--- config.mk ---
export PLATFORM = sky130hd
export DESIGN_NAME = ordered_list_insert_delete
export DESIGN_NICKNAME = d
export VERILOG_FILES = /design/src/design/olid_pkg.sv /design/src/design/olid_ctrl.sv /design/src/design/olid_dp.sv /design/src/design/ordered_list_insert_delete.sv
export SDC_FILE = /design/constraint.sdc
export NUM_CORES = 1
export LEC_CHECK = 0
export ABC_CLOCK_PERIOD_IN_PS = 7790
export BUFFER_PORTS_ARGS = -buffer_cell sky130_fd_sc_hd__buf_2
export CAP_MARGIN = 15
export CORE_MARGIN = 5
export CORE_UTILIZATION = 57
export CTS_CLUSTER_DIAMETER = 150
export DETAILED_ROUTE_END_ITERATION = 7
export PLACE_DENSITY_LB_ADDON = 0.12
export SLEW_MARGIN = 30
export SYNTH_ARGS = -nofsm -noshare
export SYNTH_HDL_FRONTEND = slang
export SYNTH_SLANG_ARGS = --single-unit
--- constraint.sdc ---
create_clock -name clk -period 7.79 [get_ports clk]
set_input_delay 0.779 -clock clk [delete_from_list [all_inputs] [get_ports clk]]
set_output_delay 0.779 -clock clk [all_outputs]
set_load 0.02 [all_outputs]
--- src/design/olid_pkg.sv ---
// package: shared types, codes and constants for the ordered list block
`default_nettype none

package olid_pkg;

	// default list capacity
	localparam int unsigned CAPACITY_DEF = 16;

	// fixed field widths
	localparam int unsigned POS_W = 5;
	localparam int unsigned VAL_W = 32;
	localparam int unsigned STS_W = 2;
	localparam int unsigned CNT_OUT_W = 5;

	// operation codes
	localparam logic FUNC_INSERT = 1'b0;
	localparam logic FUNC_DELETE = 1'b1;

	// result status codes
	localparam logic [STS_W-1:0] ST_DONE   = 2'd0;
	localparam logic [STS_W-1:0] ST_FULL   = 2'd1;
	localparam logic [STS_W-1:0] ST_BADPOS = 2'd2;

	// commands from controller to datapath
	typedef struct packed {
		logic load;
		logic exec;
	} olid_cmd_t;

endpackage

`default_nettype wire

--- src/design/olid_ctrl.sv ---
// controller: two-state sequencer for request capture and execution
`default_nettype none

module olid_ctrl (
	input  wire logic             clk,
	input  wire logic             arst_n,
	input  wire logic             start,
	output logic                  busy,
	output logic                  done,
	output olid_pkg::olid_cmd_t   cmd
);

	localparam logic S_IDLE = 1'b0;
	localparam logic S_EXEC = 1'b1;

	logic state_q;
	logic state_d;
	logic done_q;

	// next state
	always_comb begin
		case (state_q)
			S_IDLE: state_d = start ? S_EXEC : S_IDLE;
			S_EXEC: state_d = S_IDLE;
			default: state_d = S_IDLE;
		endcase
	end

	// state and result strobe
	always_ff @(posedge clk or negedge arst_n) begin
		if (!arst_n) begin
			state_q <= S_IDLE;
			done_q  <= 1'b0;
		end else begin
			state_q <= state_d;
			done_q  <= (state_q == S_EXEC);
		end
	end

	// commands to the datapath
	assign busy     = (state_q == S_EXEC);
	assign cmd.load = start && (state_q == S_IDLE);
	assign cmd.exec = (state_q == S_EXEC);
	assign done     = done_q;

endmodule

`default_nettype wire

--- src/design/olid_dp.sv ---
// datapath: list cells, request registers, range checks and result registers
`default_nettype none

module olid_dp #(
	parameter int unsigned CAPACITY = olid_pkg::CAPACITY_DEF
) (
	input  wire logic                                clk,
	input  wire logic                                arst_n,
	input  wire olid_pkg::olid_cmd_t                 cmd,
	input  wire logic                                func,
	input  wire logic [olid_pkg::POS_W-1:0]          position,
	input  wire logic signed [olid_pkg::VAL_W-1:0]   new_value,
	output logic [olid_pkg::STS_W-1:0]               status,
	output logic signed [olid_pkg::VAL_W-1:0]        removed_value,
	output logic [olid_pkg::CNT_OUT_W-1:0]           entry_count
);

	localparam int unsigned CW = $clog2(CAPACITY + 1);
	localparam int unsigned PW = (CW > olid_pkg::POS_W) ? CW : olid_pkg::POS_W;
	localparam int unsigned IW = (CAPACITY > 1) ? $clog2(CAPACITY) : 1;

	logic                             func_q;
	logic [olid_pkg::POS_W-1:0]       pos_q;
	logic [olid_pkg::VAL_W-1:0]       val_q;
	logic [CW-1:0]                    count_q;
	logic [olid_pkg::VAL_W-1:0]       cell_q [CAPACITY];
	logic [olid_pkg::STS_W-1:0]       status_q;
	logic [olid_pkg::VAL_W-1:0]       removed_q;

	logic [PW-1:0]                    idx;
	logic [PW-1:0]                    cnt_x;
	logic                             full;
	logic                             ins_ok;
	logic                             del_ok;
	logic [olid_pkg::STS_W-1:0]       status_d;

	// request capture
	always_ff @(posedge clk) begin
		if (cmd.load) begin
			func_q <= func;
			pos_q  <= position;
			val_q  <= new_value;
		end
	end

	// range checks on the held request
	always_comb begin
		idx    = PW'(pos_q) - PW'(1);
		cnt_x  = PW'(count_q);
		full   = (count_q == CW'(CAPACITY));
		ins_ok = !full && (pos_q != '0) && (idx <= cnt_x);
		del_ok = (pos_q != '0) && (idx < cnt_x);
		if (func_q == olid_pkg::FUNC_INSERT) begin
			if (full)
				status_d = olid_pkg::ST_FULL;
			else if (!ins_ok)
				status_d = olid_pkg::ST_BADPOS;
			else
				status_d = olid_pkg::ST_DONE;
		end else begin
			status_d = del_ok ? olid_pkg::ST_DONE : olid_pkg::ST_BADPOS;
		end
	end

	// list cells: cells from the position on shift in parallel
	for (genvar k = 0; k < CAPACITY; k++) begin : g_cell
		always_ff @(posedge clk) begin
			if (cmd.exec) begin
				if (func_q == olid_pkg::FUNC_INSERT && ins_ok) begin
					if (PW'(k) == idx)
						cell_q[k] <= val_q;
					else if (k > 0 && PW'(k) > idx)
						cell_q[k] <= cell_q[(k > 0) ? k - 1 : 0];
				end else if (func_q == olid_pkg::FUNC_DELETE && del_ok) begin
					if (k < CAPACITY - 1 && PW'(k) >= idx)
						cell_q[k] <= cell_q[(k < CAPACITY - 1) ? k + 1 : k];
				end
			end
		end
	end

	// entry count
	always_ff @(posedge clk or negedge arst_n) begin
		if (!arst_n) begin
			count_q <= '0;
		end else if (cmd.exec) begin
			if (func_q == olid_pkg::FUNC_INSERT && ins_ok)
				count_q <= count_q + CW'(1);
			else if (func_q == olid_pkg::FUNC_DELETE && del_ok)
				count_q <= count_q - CW'(1);
		end
	end

	// result word registers
	always_ff @(posedge clk) begin
		if (cmd.exec) begin
			status_q <= status_d;
			if (func_q == olid_pkg::FUNC_DELETE && del_ok)
				removed_q <= cell_q[idx[IW-1:0]];
			else
				removed_q <= '0;
		end
	end

	assign status        = status_q;
	assign removed_value = removed_q;
	assign entry_count   = olid_pkg::CNT_OUT_W'(count_q);

endmodule

`default_nettype wire

--- src/design/ordered_list_insert_delete.sv ---
// top level: ordered list with insert and delete at a position
//
//   channel   direction  handshake         word
//   request   in         start / busy      func, position, new_value
//   result    out        done (strobe)     status, removed_value, entry_count
//
// a request is captured, then in the execute state the range is checked,
// cells from the position on shift in parallel and the result is registered.
// done is high for one cycle, the cycle after execution; a new request may
// be taken in that same cycle. busy is high during the execute cycle.
// arst_n clears the entry count and the sequencer; cell contents are kept.
// the receiver cannot stall the result.
`default_nettype none

module ordered_list_insert_delete #(
	parameter int unsigned CAPACITY = olid_pkg::CAPACITY_DEF
) (
	input  wire logic                                clk,
	input  wire logic                                arst_n,
	input  wire logic                                start,
	output logic                                     busy,
	input  wire logic                                func,
	input  wire logic [olid_pkg::POS_W-1:0]          position,
	input  wire logic signed [olid_pkg::VAL_W-1:0]   new_value,
	output logic                                     done,
	output logic [olid_pkg::STS_W-1:0]               status,
	output logic signed [olid_pkg::VAL_W-1:0]        removed_value,
	output logic [olid_pkg::CNT_OUT_W-1:0]           entry_count
);

	olid_pkg::olid_cmd_t cmd;

	// sequencer
	olid_ctrl u_ctrl (
		.clk    (clk),
		.arst_n (arst_n),
		.start  (start),
		.busy   (busy),
		.done   (done),
		.cmd    (cmd)
	);

	// list storage and checks
	olid_dp #(
		.CAPACITY (CAPACITY)
	) u_dp (
		.clk           (clk),
		.arst_n        (arst_n),
		.cmd           (cmd),
		.func          (func),
		.position      (position),
		.new_value     (new_value),
		.status        (status),
		.removed_value (removed_value),
		.entry_count   (entry_count)
	);

endmodule

`default_nettype wire

Yosys cells after proc, flatten, opt, wreduce, memory -nomap -nowiden
Memory sizes are Yosys's and may differ from the RTL's. A register that Yosys moved wholly into a read port is not among the register bits.
Index checks and enable logic that the tools add are counted.

storage, ports and cells
  output and inout bits = 41
  bits in writable memories = 512
  memories kept = 1
  bits in registers = 47
  word-level logic and storage cells = 355

memories
  memory       words  width  read ports  clocked after Yosys merged registers in  wr ports  line           RTL
  u_dp.cell_q  16     32     17          1                                        16        olid_dp.sv:26  logic [olid_pkg::VAL_W-1:0] cell_q [CAPACITY];

cells by class
  equal/unequal tests = 16
  magnitude comparators = 32
  bitwise operators = 32
  $add $sub $neg = 3
  reductions and logical operators = 12
  mux-type cells = 252

operators with widths
  cell                                                              count
  two-way mux 32 bit                                                30
  two-way mux 1 bit                                                 215
  equality test 4 x 5 -> 1 bit, first input constant                8
  greater-than comparator 4 x 5 -> 1 bit, first input constant      8
  greater-or-equal comparator 4 x 5 -> 1 bit, first input constant  7
  bitwise OR 1 bit                                                  30
  equality test 3 x 5 -> 1 bit, first input constant                4
  greater-or-equal comparator 3 x 5 -> 1 bit, first input constant  4
  greater-than comparator 3 x 5 -> 1 bit, first input constant      4
  equality test 2 x 5 -> 1 bit, first input constant                2
  greater-or-equal comparator 1 x 5 -> 1 bit, first input constant  2
  greater-or-equal comparator 2 x 5 -> 1 bit, first input constant  2
  greater-than comparator 2 x 5 -> 1 bit, first input constant      2
  two-way mux 5 bit                                                 2
  subtractor 5 x 1 -> 5 bit, second input constant                  2
  two-way mux 2 bit                                                 4
  logical AND 1 bit                                                 6
  adder 5 x 1 -> 5 bit, second input constant                       1
  equality test 1 x 5 -> 1 bit, first input constant                1
  equality test 5 bit, second input constant                        1
  greater-than comparator 1 x 5 -> 1 bit, first input constant      1
  <= comparator 5 bit                                               1
  zero test 5 bit                                                   1
  less-than comparator 5 bit                                        1
  other kinds (6)                                                   8

Depth between registers and ports, before layout
Gate-level depths: netlist of the first run.

  depth in word-level cells = 10
  gate-level depth with buffers = 21

Hierarchy
A second synthesis of the first run with hierarchy kept.

second synthesis, totals
  cell total of the unflattened synthesis = 3003
  area, all modules = 33179.3 sq um

modules (own cells, without submodules)
  module     times used  area an instance (sq um)  cells each
  olid_dp    1           33100.5                   2998
  olid_ctrl  1           78.8                      5

Least setup slack after synthesis of the first run
Ideal clock, no wire load.

  path kind = flip-flop to flip-flop
  start point = reg u_dp.pos_q[0] (netlist bit)
  end point = mem u_dp.cell_q[2][0] (netlist bit), enable pin
  data required time = 7.366 ns
  setup slack = 0.070 ns
  path buffers = 5
  cell stages (with the launch flop) = 18
  library setup time = 0.424 ns
  arrival time = 7.296 ns
  path through = edfxtp_1 -> buf_2 -> inv_1 -> ha_1 -> clkbuf_2 -> xnor2_1 -> inv_1 -> buf_2 -> clkbuf_1 -> clkbuf_1 -> ha_1 -> nand4_1 -> or2_2 -> o21a_1 -> nor2_1 -> inv_1 -> a21boi_0 -> nor2b_1

RTL lines
  element                   line           RTL
  start: declaration        olid_dp.sv:23  logic [olid_pkg::POS_W-1:0] pos_q;
  start signal: assignment  olid_dp.sv:41  pos_q <= position;
  end: declaration          olid_dp.sv:26

==> metrics.md, run 1 <==
| Metric | Value |
|---|---|
| Comb pwr share | 0.181 |
| Final hold viol count | 0 |
| Clk sink count | 591 |
| Xor/xnor share of the synthesized area | 0.00207 |
| Vias in the first global route | 24800 |
| Core Util, Final | 0.629 |
| Main combinational cell family by area after synthesis | multiplexers |
| DP HPWL | 61400 um |
| Sequential Power Share | 0.468 |
| Final wirelength | 106000 um |
| Worst path required time | 8.01 ns |
| Post-route clock period utilization | 0.663 |
| Setup Buffers After CTS | 0 |
| H-tree Lvls | 3 |
| Synth Area per Inst | 11.3 sq um |
| Post-synth ARST share | 0.0118 |
| Clock power share | 0.351 |
| Core region area | 0.0577 sq mm |
| RD Place Congestion | 0.868 |
| Count of final setup violators | 0 |
| TNS Setup | 0 ns |
| Crit-path max FO | 32 |
| Max cap viols | 0 |
| Lkg Pwr | 13.8 nW |
| Pwr Density | 233 mW/mm^2 |
| EDFF count, synth | 584 |
| Syn Nets | 3001 |
| Clock buffer depth | 3 |
| Share of cells above drive strength 1 | 0.163 |
| Die area | 0.0632 sq mm |
| WP buf/inv | 3 |
| Switching share of power | 0.292 |
| RSZ-0062 raised after global routing | false |
| DRC | 0 |
| Crit-path leading delay family | simple AND/OR/NAND/NOR gates |
| Area grow syn2layout | 9.28% |
| Most used DFF post-synth | edfxtp_1 |
| Max Freq | 194 MHz |
| Final setup skew | 0.0328 ns |
| GRT overflow | 0 |
| Pin count of the biggest net entering global routing | 115 |
| CTS tree | yes |
| Post-synthesis sequential area ratio | 0.534 |
| Worst reg2reg path endpoint | u_dp.cell_q[1][16] |
| YS warnings | 0 |
| Sw Pwr | 2.46 mW |
| IO Pins | 82 |
| CP Launch Type | flop |
| 1st-pass router iterations | 6 |
| Worst setup path startpoint | u_dp.pos_q[1] |
| First-pass GRT wire length | 157000 um |
| Via Count | 25500 |
| Yosys reg bits | 591 |
| Row count | 88 |
| Compound-Gate Fraction of Synth Area | 0.102 |
| Final Critical Period | 5.17 ns |
| Synth Area in Simple Gates | 0.108 |
| Synth Instances | 2948 |
| Reg2Reg Launch Point | u_dp.pos_q[1] |
| Critical Path Most Common Cell | inv_1 |
| CTS root buf | clkbuf_16 |
| Min-delay worst type | in -> async |
| Setup WS post-layout | 2.62 ns |
| Worst reg-to-reg path cell count | 13 |
| Post-synthesis mux area share | 0.213 |
| N_diodes | 0 |
| R2R setup slack | 2.62 ns |
| CTS buffer count | 67 |
| Critical Path Max Stage Delay | 0.88 ns |
| Clock slew seen by the registers of the worst setup and hold paths | 0.06 ns |
| Synth Cell Area | 0.0332 sq mm |
| # hold bufs at CTS | 0 |
| GRT Total Usage | 0.325 |
| Worst-Margin Slew | 1.07 ns |
| Final #Nets | 2964 |
| Internal power | 5.98 mW |
| I/O Buffers | 81 |
| Via density per instance | 6.85 |
| Max Slew Vio Count | 0 |
| Slowest CP cell | and2_2 |
| Die Y | 251 um |
| Slew headroom | 0.270 |
| ANT nets after route | 0 |
| CP Cell Sequence | inv_1 -> ha_4 -> nor3b_1 -> xnor2_1 -> inv_1 -> ha_1 -> nand4_1 -> or2_2 -> o21a_1 -> nor2_1 -> inv_1 -> a21boi_4 -> and2_2 |
| Synth unique cells | 60 |
| Status | finished clean |
| WL/cell | 28.4 um |
| Worst Path Arrival | 5.39 ns |
| Crit end category | flop |
| # resized after CTS | 0 |
| Initial antenna violation count | 1 |
| Tot Pwr | 8.44 mW |
| Die Wd | 251 um |
| Adder-Cell Fraction of Synth Area | 0.00475 |
| Iter 0 DRT Violations | 3307 |
| Peak supply drop | 0.177 mV |
| Crit path kind | reg -> reg |
| Clock Latency Late Sink | 0.62 ns |
| Place WS | 2.64 ns |
| Initial Util | 0.575 |
==> metal layers <==
layer / track usage / part of all wire
met1: 0.450 / 0.39
met2: 0.516 / 0.46
met3: 0.0625 / 0.11
met4: 0.126 / 0.039
met5: 0 / 0.00012
==> how the worst max path moves through the flow <==
stage,slack [ns],to,cells after the start
3_3_place_gp,2.61,u_dp.cell_q[12][28],13
3_5_place_dp,2.64,u_dp.cell_q[1][20],13
2_1_floorplan,0.07,u_dp.cell_q[2][0],17
4_1_cts,2.63,u_dp.cell_q[1][16],13
6_report,2.62,u_dp.cell_q[1][16],13
5_1_grt,2.27,u_dp.cell_q[1][17],13
==> registers in the layout, indices dropped and copies added (netlist names) <==
register            flops
u_dp.pos_q              5
u_ctrl.busy             1
u_dp.val_q             32
u_dp.cell_q           512
u_dp.status             2
u_dp.removed_value     32
u_dp.func_q             1
u_ctrl.done             1
u_dp.entry_count        5
==> area by class of cell <==
class                   count  area (sq um)
flip-flops and latches    591         17700
multi-input cells        2086         14600
fillers                  4573         21400
well taps                 765           957
inverters                  13          48.8
clock inverters            30           185
repair buffers            152           998
clock buffers              83          1780
==> through the flow <==
stage	cells	hold WS, ns	area (sq um)
after detailed placement	3606	0.578	34300
after global placement	3604	0.573	34200
final	3720	0.0292	36300
after global routing	3720	0.0387	36300
after CTS	3719	0.0197	36200
after floorplan	2948	0.483	33200
==> worst reg2reg max path: stages, from the launching register on <==
cell and delay [ns]:
edfxtp_1 0.51, inv_1 0.16, ha_4 0.20, nor3b_1 0.32, xnor2_1 0.31, inv_1 0.10
ha_1 0.32, nand4_1 0.13, or2_2 0.32, o21a_1 0.23, nor2_1 0.46, inv_1 0.31
a21boi_4 0.51, and2_2 0.89
==> logic make-up after synthesis <==
logic type	count (synthesis)
and+or+nand+nor	895
buffers and inverters	271
DFF	591
xor gates and xnor gates	7
AOI/OAI and AO/OA	561
muxes	611
adders and majority gates	12
==> synth_stat cells (all sizes together), types with 7 or more instances <==
master     n  area share
edfxtp   584        0.53
nor2     501       0.057
mux2i    418        0.13
nand2    303       0.034
a21oi    270       0.041
clkbuf   149       0.017
a31oi    129       0.024
mux2     129       0.044
buf      109       0.018
mux4      64       0.043
o21ai     45      0.0068
a2111oi   33      0.0089
nor4      33      0.0062
o221ai    33      0.0087
o31ai     32      0.0072
nand3     14      0.0021
inv       13      0.0015
ha        11      0.0041
nand4      8      0.0015
dfrtp      7      0.0053
==> power by group through the flow <==
| stage | logic, mW | clock network [mW] | registers, mW |
|---|---|---|---|
| finish | 1.53 | 2.96 | 3.95 |
| global route | 1.62 | 3.13 | 3.97 |
| CTS | 1.50 | 2.98 | 3.94 |
| detailed placement | 1.49 | 0 | 4.01 |
| global placement | 1.45 | 0 | 4.00 |
| floorplan | 0.938 | 0 | 3.98 |
==> cell usage in the layout, fill, tap and decap left out, types with 4 or more instances in the layout <==
cell type and n:
edfxtp_1 584, nor2_1 495, mux2i_1 418, nand2_1 300, a21oi_1 264, a31oi_1 129, mux2_2 128, buf_2 81
clkbuf_16 69, buf_4 67, mux4_2 64, o21ai_1 34, nor4_1 33, o221ai_1 33, o31ai_1 32, a2111oi_0 23
clkinv_1 20, clkbuf_1 14, inv_1 10, o21ai_0 10, ha_1 10, nand3_2 9, nand4_1 8, a2111oi_1 7
nor2_4 6, a21oi_4 6, dfrtp_1 6, xnor2_1 5, nor3_1 5, clkinv_2 5, or2_2 4, nand2b_1 4
nand3_1 4
(Power assumes the default switching activity.)
==> run 2, diff against run 1 <==
--- a/config.mk
+++ b/config.mk
@@ -5,11 +5,11 @@
 export SDC_FILE = /design/constraint.sdc
 export NUM_CORES = 1
 export LEC_CHECK = 0
-export ABC_CLOCK_PERIOD_IN_PS = 7790
+export ABC_CLOCK_PERIOD_IN_PS = 5010
 export BUFFER_PORTS_ARGS = -buffer_cell sky130_fd_sc_hd__buf_2
 export CAP_MARGIN = 15
 export CORE_MARGIN = 5
-export CORE_UTILIZATION = 57
+export CORE_UTILIZATION = 64
 export CTS_CLUSTER_DIAMETER = 150
 export DETAILED_ROUTE_END_ITERATION = 7
 export PLACE_DENSITY_LB_ADDON = 0.12
==> constraint.sdc (replaced) <==
create_clock -name clk -period 5.01 [get_ports clk]
set_input_delay 0.501 -clock clk [delete_from_list [all_inputs] [get_ports clk]]
set_output_delay 0.501 -clock clk [all_outputs]
set_load 0.02 [all_outputs]
==> run 2 against run 1 <==
Compared with the run above: global-route usage grew 4.3 points; hold slack improved by 0.039 ns; clock power rose by 70%; first-iteration DRC count up 15%; power up 61%; count of clock-buffer cells in the layout is the same; worst setup slack worse by 2.0 ns; via count increased by 3.4%; cell count fell by 1.4%.
==> metrics.md, run 2 (synthesis gave the netlist of run 1 again) <==
| Metric | Value |
|---|---|
| Vias in the first global route | 26100 |
| Initial antenna violation count | 0 |
| Via Count | 26400 |
| Area grow syn2layout | 10.8% |
| Slew headroom | 0.359 |
| Clock slew seen by the registers of the worst setup and hold paths | 0.06 ns |
| Via density per instance | 7.19 |
| Crit-path max FO | 18 |
| CTS tree | yes |
| Core region area | 0.0513 sq mm |
| Filler Cells Inserted | 3548 |
| GRT Total Usage | 0.368 |
| Clock Latency Late Sink | 0.61 ns |
| CP Launch Type | flop |
| Final setup skew | 0.0190 ns |
| Worst-Margin Slew | 0.937 ns |
| CP Cell Sequence | inv_1 -> ha_4 -> nor3b_1 -> xnor2_1 -> inv_1 -> ha_1 -> nand4_1 -> or2_2 -> o21a_1 -> nor2_1 -> inv_1 -> a21boi_4 -> buf_4 -> and2_2 -> buf_12 |
| Final wirelength | 107000 um |
| Count of final setup violators | 0 |
| Setup Buffers After CTS | 0 |
| Max Freq | 230 MHz |
| Critical Path Max Stage Delay | 0.61 ns |
| Critical Path Most Common Cell | inv_1 |
| Place WS | 0.711 ns |
| Iter 0 DRT Violations | 3819 |
| TNS Setup | 0 ns |
| Commonest cells after routing, fill and taps aside | edfxtp_1 (584), nor2_1 (495), mux2i_1 (418) |
| Core Util, Final | 0.717 |
| Initial Util | 0.647 |
| RSZ-0062 raised after global routing | false |
| Die Wd | 238 um |
| RD Place Congestion | 0.949 |
| WL/cell | 29.1 um |
| Final cell count without fillers | 3667 |
| Peak supply drop | 0.274 mV |
| Lkg Pwr | 14.1 nW |
| Clock buffer depth | 3 |
| Pin count of the biggest net entering global routing | 111 |
| Crit path kind | reg -> reg |
| CTS root buf | clkbuf_16 |
| Clk sink count | 591 |
| Die area | 0.0565 sq mm |
| Most common cell after layout, fill and taps aside | edfxtp_1 |
| # hold bufs at CTS | 1 |
| Setup WS post-layout | 0.653 ns |
| DP HPWL | 63900 um |
| CTS buffer count | 67 |
| 1st-pass router iterations | 6 |
| Max cap viols | 0 |
| Most flops, register | u_dp.cell_q |
| DRC | 0 |
| Status | finished clean |
| Min-delay worst type | in -> reg |
| Pwr Density | 370 mW/mm^2 |
| # resized after CTS | 0 |
| ANT nets after route | 0 |
| Placed cell count | 3551 |
| Worst Path Arrival | 4.66 ns |
| I/O Buffers | 81 |
| First-pass GRT wire length | 158000 um |
| Slowest CP cell | and2_2 |
| Final Critical Period | 4.36 ns |
| IO Pins | 82 |
| Final hold viol count | 0 |
| H-tree Lvls | 3 |
| Die Y | 238 um |
| N_diodes | 0 |
| Row count | 83 |
| Crit end category | flop |
| Final #Nets | 2994 |
| Share of cells above drive strength 1 | 0.172 |
| Worst path required time | 5.31 ns |
| Max reg flops | 512 |
| Max Slew Vio Count | 0 |
| GRT overflow | 0 |
| Post-route clock period utilization | 0.870 |
[run 2: stage by stage]
step / power (mW) / hold WS, ns / area, sq um
2_1_floorplan: 7.66 / 0.205 / 33200
3_3_place_gp: 8.48 / 0.338 / 34500
3_5_place_dp: 8.56 / 0.341 / 34500
4_1_cts: 13.5 / 0.0480 / 36800
5_1_grt: 14.0 / 0.0532 / 36800
6_report: 13.6 / 0.0680 / 36800
[run 2: critical path, delay by kind of cell, from the launching register on]
| kind | cells | cell delay [ns] |
|---|---|---|
| AO/OA/AOI/OAI | 2 | 0.41 |
| adder cells (fa/ha/maj) | 2 | 0.50 |
| AND/OR/NAND/NOR | 5 | 1.54 |
| flip-flops | 1 | 0.50 |
| XOR/XNOR | 1 | 0.20 |
| buffers and inverters | 5 | 0.87 |
[run 2: area by class of cell]
class                           instances  area [sq um]  area share
Sequential cell                       591         17700       0.482
Multi-Input combinational cell       2086         14500       0.396
Clock buffer                           83          1820      0.0496
Timing Repair Buffer                  182          1400      0.0382
Tap cell                              680           851      0.0231
Clock inverter                         32           377      0.0102
Inverter                               13          48.8     0.00133
[run 2: worst paths after layout]
path | startpoint | end | slack, ns | cells past startpoint
worst max-delay path | u_dp.pos_q[1] | u_dp.cell_q[1][0] | 0.65 | 15
worst min-delay path | new_value[24] | u_dp.val_q[24] | 0.07 | 1
worst max register to register | u_dp.pos_q[1] | u_dp.cell_q[1][0] | 0.65 | 15
worst min register to register | u_dp.cell_q[8][13] | u_dp.cell_q[7][13] | 0.59 | 2
max in group asynchronous | arst_n | u_ctrl.busy | 4.56 | 2
min in group asynchronous | arst_n | u_dp.entry_count[4] | 0.28 | 2
[run 2: per-layer routing]
metal | vias to the layer above | wire [um] | track usage
li1 | 11000 | - | -
met1 | 12800 | 39000 | 0.487
met3 | 458 | 12000 | 0.0721
met2 | 2109 | 48500 | 0.577
met4 | 0 | 7190 | 0.203
met5 | - | 0 | 0
[run 2: where the power goes]
part	switching, mW	internal (mW)
combinational	1.55	0.854
sequential	0.289	5.86
clock	2.00	3.03
total	3.83	9.75
